### src/rtl/mcgt_pkg.sv
// Shared constants, codes and types of the multicast group membership table.
`default_nettype none

package mcgt_pkg;

  localparam int unsigned NUM_GROUPS_DEF     = 16;
  localparam int unsigned GROUP_CAPACITY_DEF = 16;
  localparam int unsigned NUM_LINKS          = 64;

  localparam int unsigned ACTION_W = 2;
  localparam int unsigned GROUP_W  = 4;
  localparam int unsigned LINK_W   = 6;
  localparam int unsigned STATUS_W = 3;

  localparam logic [ACTION_W-1:0] ACT_JOIN  = 2'd0;
  localparam logic [ACTION_W-1:0] ACT_LEAVE = 2'd1;
  localparam logic [ACTION_W-1:0] ACT_FAN   = 2'd2;
  localparam logic [ACTION_W-1:0] ACT_PURGE = 2'd3;

  localparam logic [STATUS_W-1:0] ST_ADDED   = 3'd0;
  localparam logic [STATUS_W-1:0] ST_ALREADY = 3'd1;
  localparam logic [STATUS_W-1:0] ST_FULL    = 3'd2;
  localparam logic [STATUS_W-1:0] ST_REMOVED = 3'd3;
  localparam logic [STATUS_W-1:0] ST_NOTMEM  = 3'd4;
  localparam logic [STATUS_W-1:0] ST_MEMBER  = 3'd5;
  localparam logic [STATUS_W-1:0] ST_EMPTY   = 3'd6;

  // One result word handed from the sequencer to the output register.
  typedef struct packed {
    logic                vld;
    logic [STATUS_W-1:0] status;
    logic [LINK_W-1:0]   member_link;
    logic                last;
  } mcgt_res_t;

  function automatic int unsigned clog2_min1(input int unsigned n);
    return (n > 1) ? $clog2(n) : 1;
  endfunction

endpackage

`default_nettype wire

### src/rtl/multicast_group_membership_table.sv
// Multicast group membership table: member and count RAMs, sequencer and output register.
// Join and leave read the group's count, then scan its member row for the link; leave then
// moves the row's last member into the freed slot. Fan out reads and answers each member.
// Purge walks every group, with the slot move where the link is found. The input
// reopens once the final result word is loaded, so the table takes one item at a time.
// Reset clears the count valid bits and the sequencer; member slots are read only below a count.
`default_nettype none

module multicast_group_membership_table #(
  parameter int unsigned NUM_GROUPS     = mcgt_pkg::NUM_GROUPS_DEF,
  parameter int unsigned GROUP_CAPACITY = mcgt_pkg::GROUP_CAPACITY_DEF
) (
  input  logic                            clk_i,
  input  logic                            rst_ni,
  input  logic                            in_valid_i,
  output logic                            in_stall_o,
  input  logic [mcgt_pkg::ACTION_W-1:0]   action_i,
  input  logic [mcgt_pkg::GROUP_W-1:0]    group_i,
  input  logic [mcgt_pkg::LINK_W-1:0]     link_i,
  output logic                            out_valid_o,
  input  logic                            out_stall_i,
  output logic [mcgt_pkg::STATUS_W-1:0]   status_o,
  output logic [mcgt_pkg::LINK_W-1:0]     member_link_o,
  output logic                            last_o
);
  import mcgt_pkg::*;

  localparam int unsigned GW  = clog2_min1(NUM_GROUPS);
  localparam int unsigned MAW = clog2_min1(NUM_GROUPS * GROUP_CAPACITY);
  localparam int unsigned CW  = $clog2(GROUP_CAPACITY + 1);

  // Member RAM: one row of GROUP_CAPACITY link handles per group.
  logic              m_we;
  logic [MAW-1:0]    m_waddr;
  logic [LINK_W-1:0] m_wdata;
  logic              m_re;
  logic [MAW-1:0]    m_raddr;
  logic [LINK_W-1:0] m_rdata;

  // Count RAM: one member count per group, valid bits live in the sequencer.
  logic          c_we;
  logic [GW-1:0] c_addr;
  logic [CW-1:0] c_wdata;
  logic          c_re;
  logic [CW-1:0] c_rdata;

  mcgt_res_t emit;
  logic      out_free;

  // Output register. A word waits here while the input side is already free again.
  logic                out_valid_q;
  logic [STATUS_W-1:0] status_q;
  logic [LINK_W-1:0]   member_link_q;
  logic                last_q;

  assign out_free = !out_valid_q || !out_stall_i;

  mcgt_seq #(
    .NUM_GROUPS    (NUM_GROUPS),
    .GROUP_CAPACITY(GROUP_CAPACITY)
  ) u_seq (
    .clk_i     (clk_i),
    .rst_ni    (rst_ni),
    .in_valid_i(in_valid_i),
    .in_stall_o(in_stall_o),
    .action_i  (action_i),
    .group_i   (group_i),
    .link_i    (link_i),
    .out_free_i(out_free),
    .emit_o    (emit),
    .m_we_o    (m_we),
    .m_waddr_o (m_waddr),
    .m_wdata_o (m_wdata),
    .m_re_o    (m_re),
    .m_raddr_o (m_raddr),
    .m_rdata_i (m_rdata),
    .c_we_o    (c_we),
    .c_addr_o  (c_addr),
    .c_wdata_o (c_wdata),
    .c_re_o    (c_re),
    .c_rdata_i (c_rdata)
  );

  mcgt_ram #(
    .WIDTH(LINK_W),
    .DEPTH(NUM_GROUPS * GROUP_CAPACITY)
  ) u_member_ram (
    .clk_i  (clk_i),
    .we_i   (m_we),
    .waddr_i(m_waddr),
    .wdata_i(m_wdata),
    .re_i   (m_re),
    .raddr_i(m_raddr),
    .rdata_o(m_rdata)
  );

  mcgt_ram #(
    .WIDTH(CW),
    .DEPTH(NUM_GROUPS)
  ) u_count_ram (
    .clk_i  (clk_i),
    .we_i   (c_we),
    .waddr_i(c_addr),
    .wdata_i(c_wdata),
    .re_i   (c_re),
    .raddr_i(c_addr),
    .rdata_o(c_rdata)
  );

  always_ff @(posedge clk_i or negedge rst_ni) begin
    if (!rst_ni) begin
      out_valid_q <= 1'b0;
    end else if (emit.vld) begin
      out_valid_q <= 1'b1;
    end else if (!out_stall_i) begin
      out_valid_q <= 1'b0;
    end
  end

  // The sequencer only offers a word when the register is free, so loading is safe.
  always_ff @(posedge clk_i) begin
    if (emit.vld) begin
      status_q      <= emit.status;
      member_link_q <= emit.member_link;
      last_q        <= emit.last;
    end
  end

  assign out_valid_o   = out_valid_q;
  assign status_o      = status_q;
  assign member_link_o = member_link_q;
  assign last_o        = last_q;

endmodule

`default_nettype wire

### src/rtl/mcgt_ram.sv
// Generic single-write, single-read RAM with a registered read port.
`default_nettype none

module mcgt_ram #(
  parameter int unsigned WIDTH = 8,
  parameter int unsigned DEPTH = 16
) (
  input  logic                                    clk_i,
  input  logic                                    we_i,
  input  logic [mcgt_pkg::clog2_min1(DEPTH)-1:0] waddr_i,
  input  logic [WIDTH-1:0]                        wdata_i,
  input  logic                                    re_i,
  input  logic [mcgt_pkg::clog2_min1(DEPTH)-1:0] raddr_i,
  output logic [WIDTH-1:0]                        rdata_o
);
  import mcgt_pkg::*;

  logic [WIDTH-1:0] mem_q [DEPTH];
  logic [WIDTH-1:0] rdata_q;

  always_ff @(posedge clk_i) begin
    if (we_i) begin
      mem_q[waddr_i] <= wdata_i;
    end
    if (re_i) begin
      rdata_q <= mem_q[raddr_i];
    end
  end

  assign rdata_o = rdata_q;

endmodule

`default_nettype wire

### src/rtl/mcgt_seq.sv
// Sequencer and shared link comparator that walks one group's member row per step.
`default_nettype none

module mcgt_seq #(
  parameter int unsigned NUM_GROUPS     = mcgt_pkg::NUM_GROUPS_DEF,
  parameter int unsigned GROUP_CAPACITY = mcgt_pkg::GROUP_CAPACITY_DEF
) (
  input  logic                                   clk_i,
  input  logic                                   rst_ni,
  input  logic                                   in_valid_i,
  output logic                                   in_stall_o,
  input  logic [mcgt_pkg::ACTION_W-1:0]          action_i,
  input  logic [mcgt_pkg::GROUP_W-1:0]           group_i,
  input  logic [mcgt_pkg::LINK_W-1:0]            link_i,
  input  logic                                   out_free_i,
  output mcgt_pkg::mcgt_res_t                    emit_o,
  output logic                                   m_we_o,
  output logic [mcgt_pkg::clog2_min1(NUM_GROUPS*GROUP_CAPACITY)-1:0] m_waddr_o,
  output logic [mcgt_pkg::LINK_W-1:0]            m_wdata_o,
  output logic                                   m_re_o,
  output logic [mcgt_pkg::clog2_min1(NUM_GROUPS*GROUP_CAPACITY)-1:0] m_raddr_o,
  input  logic [mcgt_pkg::LINK_W-1:0]            m_rdata_i,
  output logic                                   c_we_o,
  output logic [mcgt_pkg::clog2_min1(NUM_GROUPS)-1:0] c_addr_o,
  output logic [$clog2(GROUP_CAPACITY+1)-1:0]    c_wdata_o,
  output logic                                   c_re_o,
  input  logic [$clog2(GROUP_CAPACITY+1)-1:0]    c_rdata_i
);
  import mcgt_pkg::*;

  localparam int unsigned GW  = clog2_min1(NUM_GROUPS);
  localparam int unsigned MAW = clog2_min1(NUM_GROUPS * GROUP_CAPACITY);
  localparam int unsigned CW  = $clog2(GROUP_CAPACITY + 1);

  localparam logic [3:0] S_IDLE  = 4'd0;
  localparam logic [3:0] S_CNT   = 4'd1;
  localparam logic [3:0] S_CNTW  = 4'd2;
  localparam logic [3:0] S_SCAN  = 4'd3;
  localparam logic [3:0] S_LRD   = 4'd4;
  localparam logic [3:0] S_LWR   = 4'd5;
  localparam logic [3:0] S_FRD   = 4'd6;
  localparam logic [3:0] S_FEMIT = 4'd7;
  localparam logic [3:0] S_NEXT  = 4'd8;
  localparam logic [3:0] S_EMIT  = 4'd9;

  logic [3:0]            state_q, state_d;
  logic [ACTION_W-1:0]   act_q, act_d;
  logic [LINK_W-1:0]     lnk_q, lnk_d;
  logic [GW-1:0]         grp_q, grp_d;
  logic [CW-1:0]         cnt_q, cnt_d;
  logic [CW-1:0]         idx_q, idx_d;
  logic [CW-1:0]         pidx_q, pidx_d;
  logic [CW-1:0]         pos_q, pos_d;
  logic                  pend_q, pend_d;
  logic [STATUS_W-1:0]   st_q, st_d;
  logic                  hit_any_q, hit_any_d;
  logic [NUM_GROUPS-1:0] cvld_q, cvld_d;

  logic grp_ok;
  logic lnk_ok;
  logic more;
  logic hit;

  function automatic logic [MAW-1:0] addr_of(input logic [GW-1:0] g, input logic [CW-1:0] i);
    return MAW'(32'(g) * GROUP_CAPACITY + 32'(i));
  endfunction

  assign grp_ok = 32'(group_i) < NUM_GROUPS;
  assign lnk_ok = 32'(link_i) < NUM_LINKS;
  assign more   = idx_q < cnt_q;
  // The shared comparator: the word read last cycle against the link in hand.
  assign hit    = pend_q && (m_rdata_i == lnk_q);

  assign in_stall_o = (state_q != S_IDLE);
  assign c_addr_o   = grp_q;

  always_comb begin
    state_d   = state_q;
    act_d     = act_q;
    lnk_d     = lnk_q;
    grp_d     = grp_q;
    cnt_d     = cnt_q;
    idx_d     = idx_q;
    pidx_d    = pidx_q;
    pos_d     = pos_q;
    pend_d    = pend_q;
    st_d      = st_q;
    hit_any_d = hit_any_q;
    cvld_d    = cvld_q;
    emit_o    = '0;
    m_we_o    = 1'b0;
    m_waddr_o = addr_of(grp_q, cnt_q);
    m_wdata_o = lnk_q;
    m_re_o    = 1'b0;
    m_raddr_o = addr_of(grp_q, idx_q);
    c_we_o    = 1'b0;
    c_wdata_o = cnt_q + CW'(1);
    c_re_o    = 1'b0;

    case (state_q)
      S_IDLE: begin
        if (in_valid_i) begin
          act_d     = action_i;
          lnk_d     = link_i;
          grp_d     = GW'(group_i);
          hit_any_d = 1'b0;
          state_d   = S_CNT;
          case (action_i)
            ACT_JOIN: begin
              if (!grp_ok || !lnk_ok) begin
                st_d    = ST_FULL;
                state_d = S_EMIT;
              end
            end
            ACT_LEAVE: begin
              if (!grp_ok || !lnk_ok) begin
                st_d    = ST_NOTMEM;
                state_d = S_EMIT;
              end
            end
            ACT_FAN: begin
              if (!grp_ok) begin
                st_d    = ST_EMPTY;
                state_d = S_EMIT;
              end
            end
            ACT_PURGE: begin
              grp_d = '0;
              if (!lnk_ok) begin
                st_d    = ST_NOTMEM;
                state_d = S_EMIT;
              end
            end
            default: begin
              state_d = S_IDLE;
            end
          endcase
        end
      end

      S_CNT: begin
        c_re_o  = 1'b1;
        state_d = S_CNTW;
      end

      S_CNTW: begin
        cnt_d  = cvld_q[grp_q] ? c_rdata_i : '0;
        idx_d  = '0;
        pend_d = 1'b0;
        if (act_q == ACT_FAN) begin
          if (cnt_d == '0) begin
            st_d    = ST_EMPTY;
            state_d = S_EMIT;
          end else begin
            state_d = S_FRD;
          end
        end else begin
          state_d = S_SCAN;
        end
      end

      S_SCAN: begin
        if (hit) begin
          pos_d  = pidx_q;
          pend_d = 1'b0;
          if (act_q == ACT_JOIN) begin
            st_d    = ST_ALREADY;
            state_d = S_EMIT;
          end else begin
            state_d = S_LRD;
          end
        end else if (!pend_q && !more) begin
          // Whole row seen without a match.
          case (act_q)
            ACT_JOIN: begin
              if (cnt_q >= CW'(GROUP_CAPACITY)) begin
                st_d = ST_FULL;
              end else begin
                m_we_o        = 1'b1;
                c_we_o        = 1'b1;
                cvld_d[grp_q] = 1'b1;
                st_d          = ST_ADDED;
              end
              state_d = S_EMIT;
            end
            ACT_LEAVE: begin
              st_d    = ST_NOTMEM;
              state_d = S_EMIT;
            end
            default: begin
              state_d = S_NEXT;
            end
          endcase
        end else begin
          m_re_o = more;
          pend_d = more;
          pidx_d = idx_q;
          idx_d  = more ? idx_q + CW'(1) : idx_q;
        end
      end

      S_LRD: begin
        m_re_o    = 1'b1;
        m_raddr_o = addr_of(grp_q, cnt_q - CW'(1));
        state_d   = S_LWR;
      end

      S_LWR: begin
        // The row's last member fills the freed slot.
        m_we_o        = 1'b1;
        m_waddr_o     = addr_of(grp_q, pos_q);
        m_wdata_o     = m_rdata_i;
        c_we_o        = 1'b1;
        c_wdata_o     = cnt_q - CW'(1);
        cvld_d[grp_q] = 1'b1;
        if (act_q == ACT_LEAVE) begin
          st_d    = ST_REMOVED;
          state_d = S_EMIT;
        end else begin
          hit_any_d = 1'b1;
          state_d   = S_NEXT;
        end
      end

      S_NEXT: begin
        if (grp_q == GW'(NUM_GROUPS - 1)) begin
          st_d    = hit_any_q ? ST_REMOVED : ST_NOTMEM;
          state_d = S_EMIT;
        end else begin
          grp_d   = grp_q + GW'(1);
          state_d = S_CNT;
        end
      end

      S_FRD: begin
        m_re_o  = 1'b1;
        state_d = S_FEMIT;
      end

      S_FEMIT: begin
        if (out_free_i) begin
          emit_o.vld         = 1'b1;
          emit_o.status      = ST_MEMBER;
          emit_o.member_link = m_rdata_i;
          emit_o.last        = (idx_q == cnt_q - CW'(1));
          if (emit_o.last) begin
            state_d = S_IDLE;
          end else begin
            idx_d   = idx_q + CW'(1);
            state_d = S_FRD;
          end
        end
      end

      S_EMIT: begin
        if (out_free_i) begin
          emit_o.vld    = 1'b1;
          emit_o.status = st_q;
          emit_o.last   = 1'b1;
          state_d       = S_IDLE;
        end
      end

      default: begin
        state_d = S_IDLE;
      end
    endcase
  end

  always_ff @(posedge clk_i or negedge rst_ni) begin
    if (!rst_ni) begin
      state_q   <= S_IDLE;
      pend_q    <= 1'b0;
      hit_any_q <= 1'b0;
      cvld_q    <= '0;
    end else begin
      state_q   <= state_d;
      pend_q    <= pend_d;
      hit_any_q <= hit_any_d;
      cvld_q    <= cvld_d;
    end
  end

  always_ff @(posedge clk_i) begin
    act_q  <= act_d;
    lnk_q  <= lnk_d;
    grp_q  <= grp_d;
    cnt_q  <= cnt_d;
    idx_q  <= idx_d;
    pidx_q <= pidx_d;
    pos_q  <= pos_d;
    st_q   <= st_d;
  end

endmodule

`default_nettype wire

### config.mk
export PLATFORM = sky130hd
export DESIGN_NAME = multicast_group_membership_table
export DESIGN_NICKNAME = d
export VERILOG_FILES = /design/src/rtl/mcgt_pkg.sv /design/src/rtl/multicast_group_membership_table.sv /design/src/rtl/mcgt_ram.sv /design/src/rtl/mcgt_seq.sv
export SDC_FILE = /design/constraint.sdc
export NUM_CORES = 2
export LEC_CHECK = 0
export ABC_AREA = 0
export BUFFER_PORTS_ARGS = -buffer_cell sky130_fd_sc_hd__buf_2
export CAP_MARGIN = 25
export CORE_ASPECT_RATIO = 0.7
export CORE_MARGIN = 8
export CORE_UTILIZATION = 35
export CTS_CLUSTER_SIZE = 10
export DETAILED_ROUTE_END_ITERATION = 12
export HOLD_SLACK_MARGIN = 0.15
export PLACE_DENSITY_LB_ADDON = 0.12
export SETUP_SLACK_MARGIN = 0.5
export SYNTH_ARGS = -nofsm -noshare
export SYNTH_HDL_FRONTEND = slang
export SYNTH_SLANG_ARGS = --single-unit
### constraint.sdc
create_clock -name clk_i -period 8.15 [get_ports clk_i]
set_clock_uncertainty 0.2 [all_clocks]
set_input_delay 0.4075 -clock clk_i [delete_from_list [all_inputs] [get_ports clk_i]]
set_output_delay 0.4075 -clock clk_i [all_outputs]
set_load 0.05 [all_outputs]
==> metrics.cfg <==
[outcome]
status=completed

[sta]
fin_crit_sh_pct=75.3
timing.hold.ws_ps=218
fin_crit_ps=6140
slew_headroom_pct=18.6
worst_pin_slew_ps=1220
hold_viol_final=0
rsz0062_at_grt=false
maxSlewViolCount=0
setup_violations=0
finalSetupTns_ps=0
max_freq_mhz=163

[floorplan]
pin_count=28
die_x_um=540
dieHeight_um=383
num_rows=134
core_area_um2=191000
dieArea_um2=207000
initial_core_util_pct=35.3

[routing]
wl_per_cell_um=29.9
avgViaCountPerCell=5.55
drcViolationCount=0
wl_um=205000
dr_total_vias=37996
ant_nets=0
dr.pass1.iters=6
drtIter0Drc=4053

[critical_path]
worst_r2r_endpoint=u_member_ram.rdata_o[4]
crit_slowest_cell=a2111oi_0
r2r.worst_path.cells=14
worstPathArrival_ps=6510
cp-start-kind=flop
r2r_start=u_seq.cnt_q[0]
critical_path_depth=14
worst_path_largest_cell_delay_ps=1010
r2r_setup_slack_ps=2010
worst_setup_path_end_kind=flop
crit_family=compound AO/OA/AOI/OAI gates
worstPathRequired_ps=8520
crit_top_cell=ha_1
worstSetupPathType=reg -> reg
crit_path_max_fanout=18
cp_cell_sequence=clkinv_1 > ha_1 > nand2_1 > xnor2_1 > o21ai_0 > ha_1 > ha_1 > nand2_1 > nor2_2 > a221oi_1 > a2111oi_0 > nor4_1 > a22oi_1 > nand3_1
worst-path-buf-inv=1

[finish]
final_area_um2=75900
drive_gt1_share_pct=12.2
nets=4320
post-route-util_pct=39.8
final_cell_mix=1672 x edfxtp_1, 611 x nand2_1, 330 x nor2_1
syn2layout_area_growth_pct=12.8
final_cells=6845
final_common_cell=edfxtp_1

[grt]
grt.overflow.total=0
antenna_found_initial=15
grt_pass1_vias=37014
grt_pass1_wl_um=290000
grt_max_degree=179
grt.total_usage_pct=19.2

[placement]
placed_cells=6576
gp_congestion=0.824
portBuffers=27
postPlaceCellArea_um2=70400
hpwl_um=125000

[pwr]
combPwrFrac_pct=23.1
p_switching_mw=7.35
internal_power_mw=16.0
pwr-share-seq_pct=44.0
power_frac_clock_pct=32.9
switching_share_pct=31.5
max-vdd-ir-drop_v=0.000169
p_per_area_nw_per_um2=307
p_leak_nw=24.1

[synth]
synth-main-ff-cell=edfxtp_1
seq_area_frac_synth_pct=75.4
synth_top_area_cell=edfxtp_1
synth-edff-count=1672
syn_inst=4181
yosys.cell_types.count=72
synth_top_area_share_pct=74.6
postSynthAreaPerCell_um2=16.1
synth.ff_latch_count=1695
synth_warnings=0
synth_area_um2=67300
synth_area_leaders=edfxtp_1 75%, mux4_2 4.6%, nand2_1 3.5%, mux2i_1 2.8%, nor2_1 1.9%
synthesis.nets=4214
ys_async_sr_fraction_pct=1.36

[clock_network]
cts_tree=done
cts-root-buf=clkbuf_16
cts_setup_buffers=0
clk_latency_ps=830
cts.htree.levels=4
cts_made_buffers=197
cts_num_sinks=1695
cts_max_path_buffers=4
clk_pin_slew_worst_paths_ps=60

[flow_run]
drv_cap=0

[min_path]
hold_path_depth=0
min_from=u_seq.pidx_q[1]
worst_hold_path.endpoint=u_seq.pos_q[1]
hp-class=reg -> reg

state kept, by name, summed over array words and instances, names as in the netlist:
| register | count |
|---|---|
| u_member_ram.mem_q | 1536 |
| member_link_o | 6 |
| u_seq.act_q | 2 |
| u_seq.pos_q | 5 |
| u_member_ram.rdata_o | 6 |
| u_seq.pend_q | 1 |
| u_seq.state_q | 4 |
| u_count_ram.mem_q | 80 |
| u_count_ram.rdata_o | 5 |
| status_o | 3 |
| u_seq.idx_q | 5 |
| u_seq.hit_any_q | 1 |
| u_seq.c_addr_o | 4 |
| u_seq.cvld_q | 16 |
| u_seq.st_q | 3 |
| u_seq.pidx_q | 5 |
| u_seq.lnk_q | 6 |
| out_valid_o | 1 |
| u_seq.cnt_q | 5 |
| last_o | 1 |
repair_timing:
item / 4_1_cts / 5_1_grt
endpoints found under the hold margin: 78 / 0
hold buffers: 25 / 0
resized for setup: 0 / 0
power by group through the flow:
stage	Combinational, mW	Clock [mW]	Sequential (mW)
2_1_floorplan	3.08	0	10.5
3_3_place_gp	5.37	0	10.4
3_5_place_dp	5.36	0	10.4
4_1_cts	5.37	7.83	10.3
5_1_grt	5.69	8.13	10.3
6_report	5.38	7.66	10.3
worst max path at each step:
stage / end / slack (ps) / startpoint
after floorplan: u_member_ram.mem_q[0][0] / 2020 / u_seq.state_q[0]
after global placement: u_member_ram.rdata_o[4] / 2110 / u_seq.cnt_q[0]
after detailed placement: u_member_ram.rdata_o[4] / 2090 / u_seq.cnt_q[0]
after CTS: u_member_ram.rdata_o[4] / 2080 / u_seq.cnt_q[0]
after global routing: u_member_ram.rdata_o[4] / 1740 / u_seq.cnt_q[0]
final: u_member_ram.rdata_o[4] / 2010 / u_seq.cnt_q[0]
logic make-up after synthesis:
| family | count (synthesis) | share of synthesized area [%] |
|---|---|---|
| mux | 349 | 8.27 |
| fa+ha+maj | 17 | 0.316 |
| flops | 1695 | 75.4 |
| buf+inv | 260 | 2.00 |
| xor+xnor | 23 | 0.299 |
| compound gates | 589 | 5.89 |
| simple gates | 1248 | 7.79 |
per-stage QoR:
stage	setup slack [ps]	total power, mW
3_5_place_dp	2090	15.8
6_report	2010	23.3
2_1_floorplan	2020	13.6
4_1_cts	2080	23.5
5_1_grt	1740	24.1
3_3_place_gp	2110	15.8
routing by layer:
layer	track usage (%)	routed length [um]	vias up
met5	0	0	-
met4	3.37	3020	0
met3	4.39	16400	214
met2	26.7	84000	1391
met1	30.8	101000	19937
li1	-	-	16454
cell type report:
type | count | area, um^2
flip-flops and latches | 1695 | 50800
clock buffers | 232 | 5120
inverters | 20 | 75.1
well taps | 2516 | 3150
multi-input cells | 2226 | 15400
diodes | 1 | 2.50
repair buffers | 147 | 1290
clock inverters | 8 | 70.1
fillers | 17418 | 115000
cells in the mapped netlist (18+ instances only):
cell type / instances
inv_1: 18
nor2_1: 336
or2_2: 21
a21oi_1: 175
o21ai_0: 80
clkbuf_1: 134
mux2i_1: 186
a221oi_1: 70
mux4_2: 137
o22ai_1: 49
buf_1: 21
edfxtp_1: 1672
a22oi_1: 23
nand4_1: 22
buf_2: 45
nand3_1: 128
nand2_1: 629
a32oi_1: 61
a31oi_1: 26
nor3_1: 32
buf_4: 18
a2111oi_0: 23
mux4_1: 21
dfrtp_1: 23
Power figures use the tool's default switching activity.
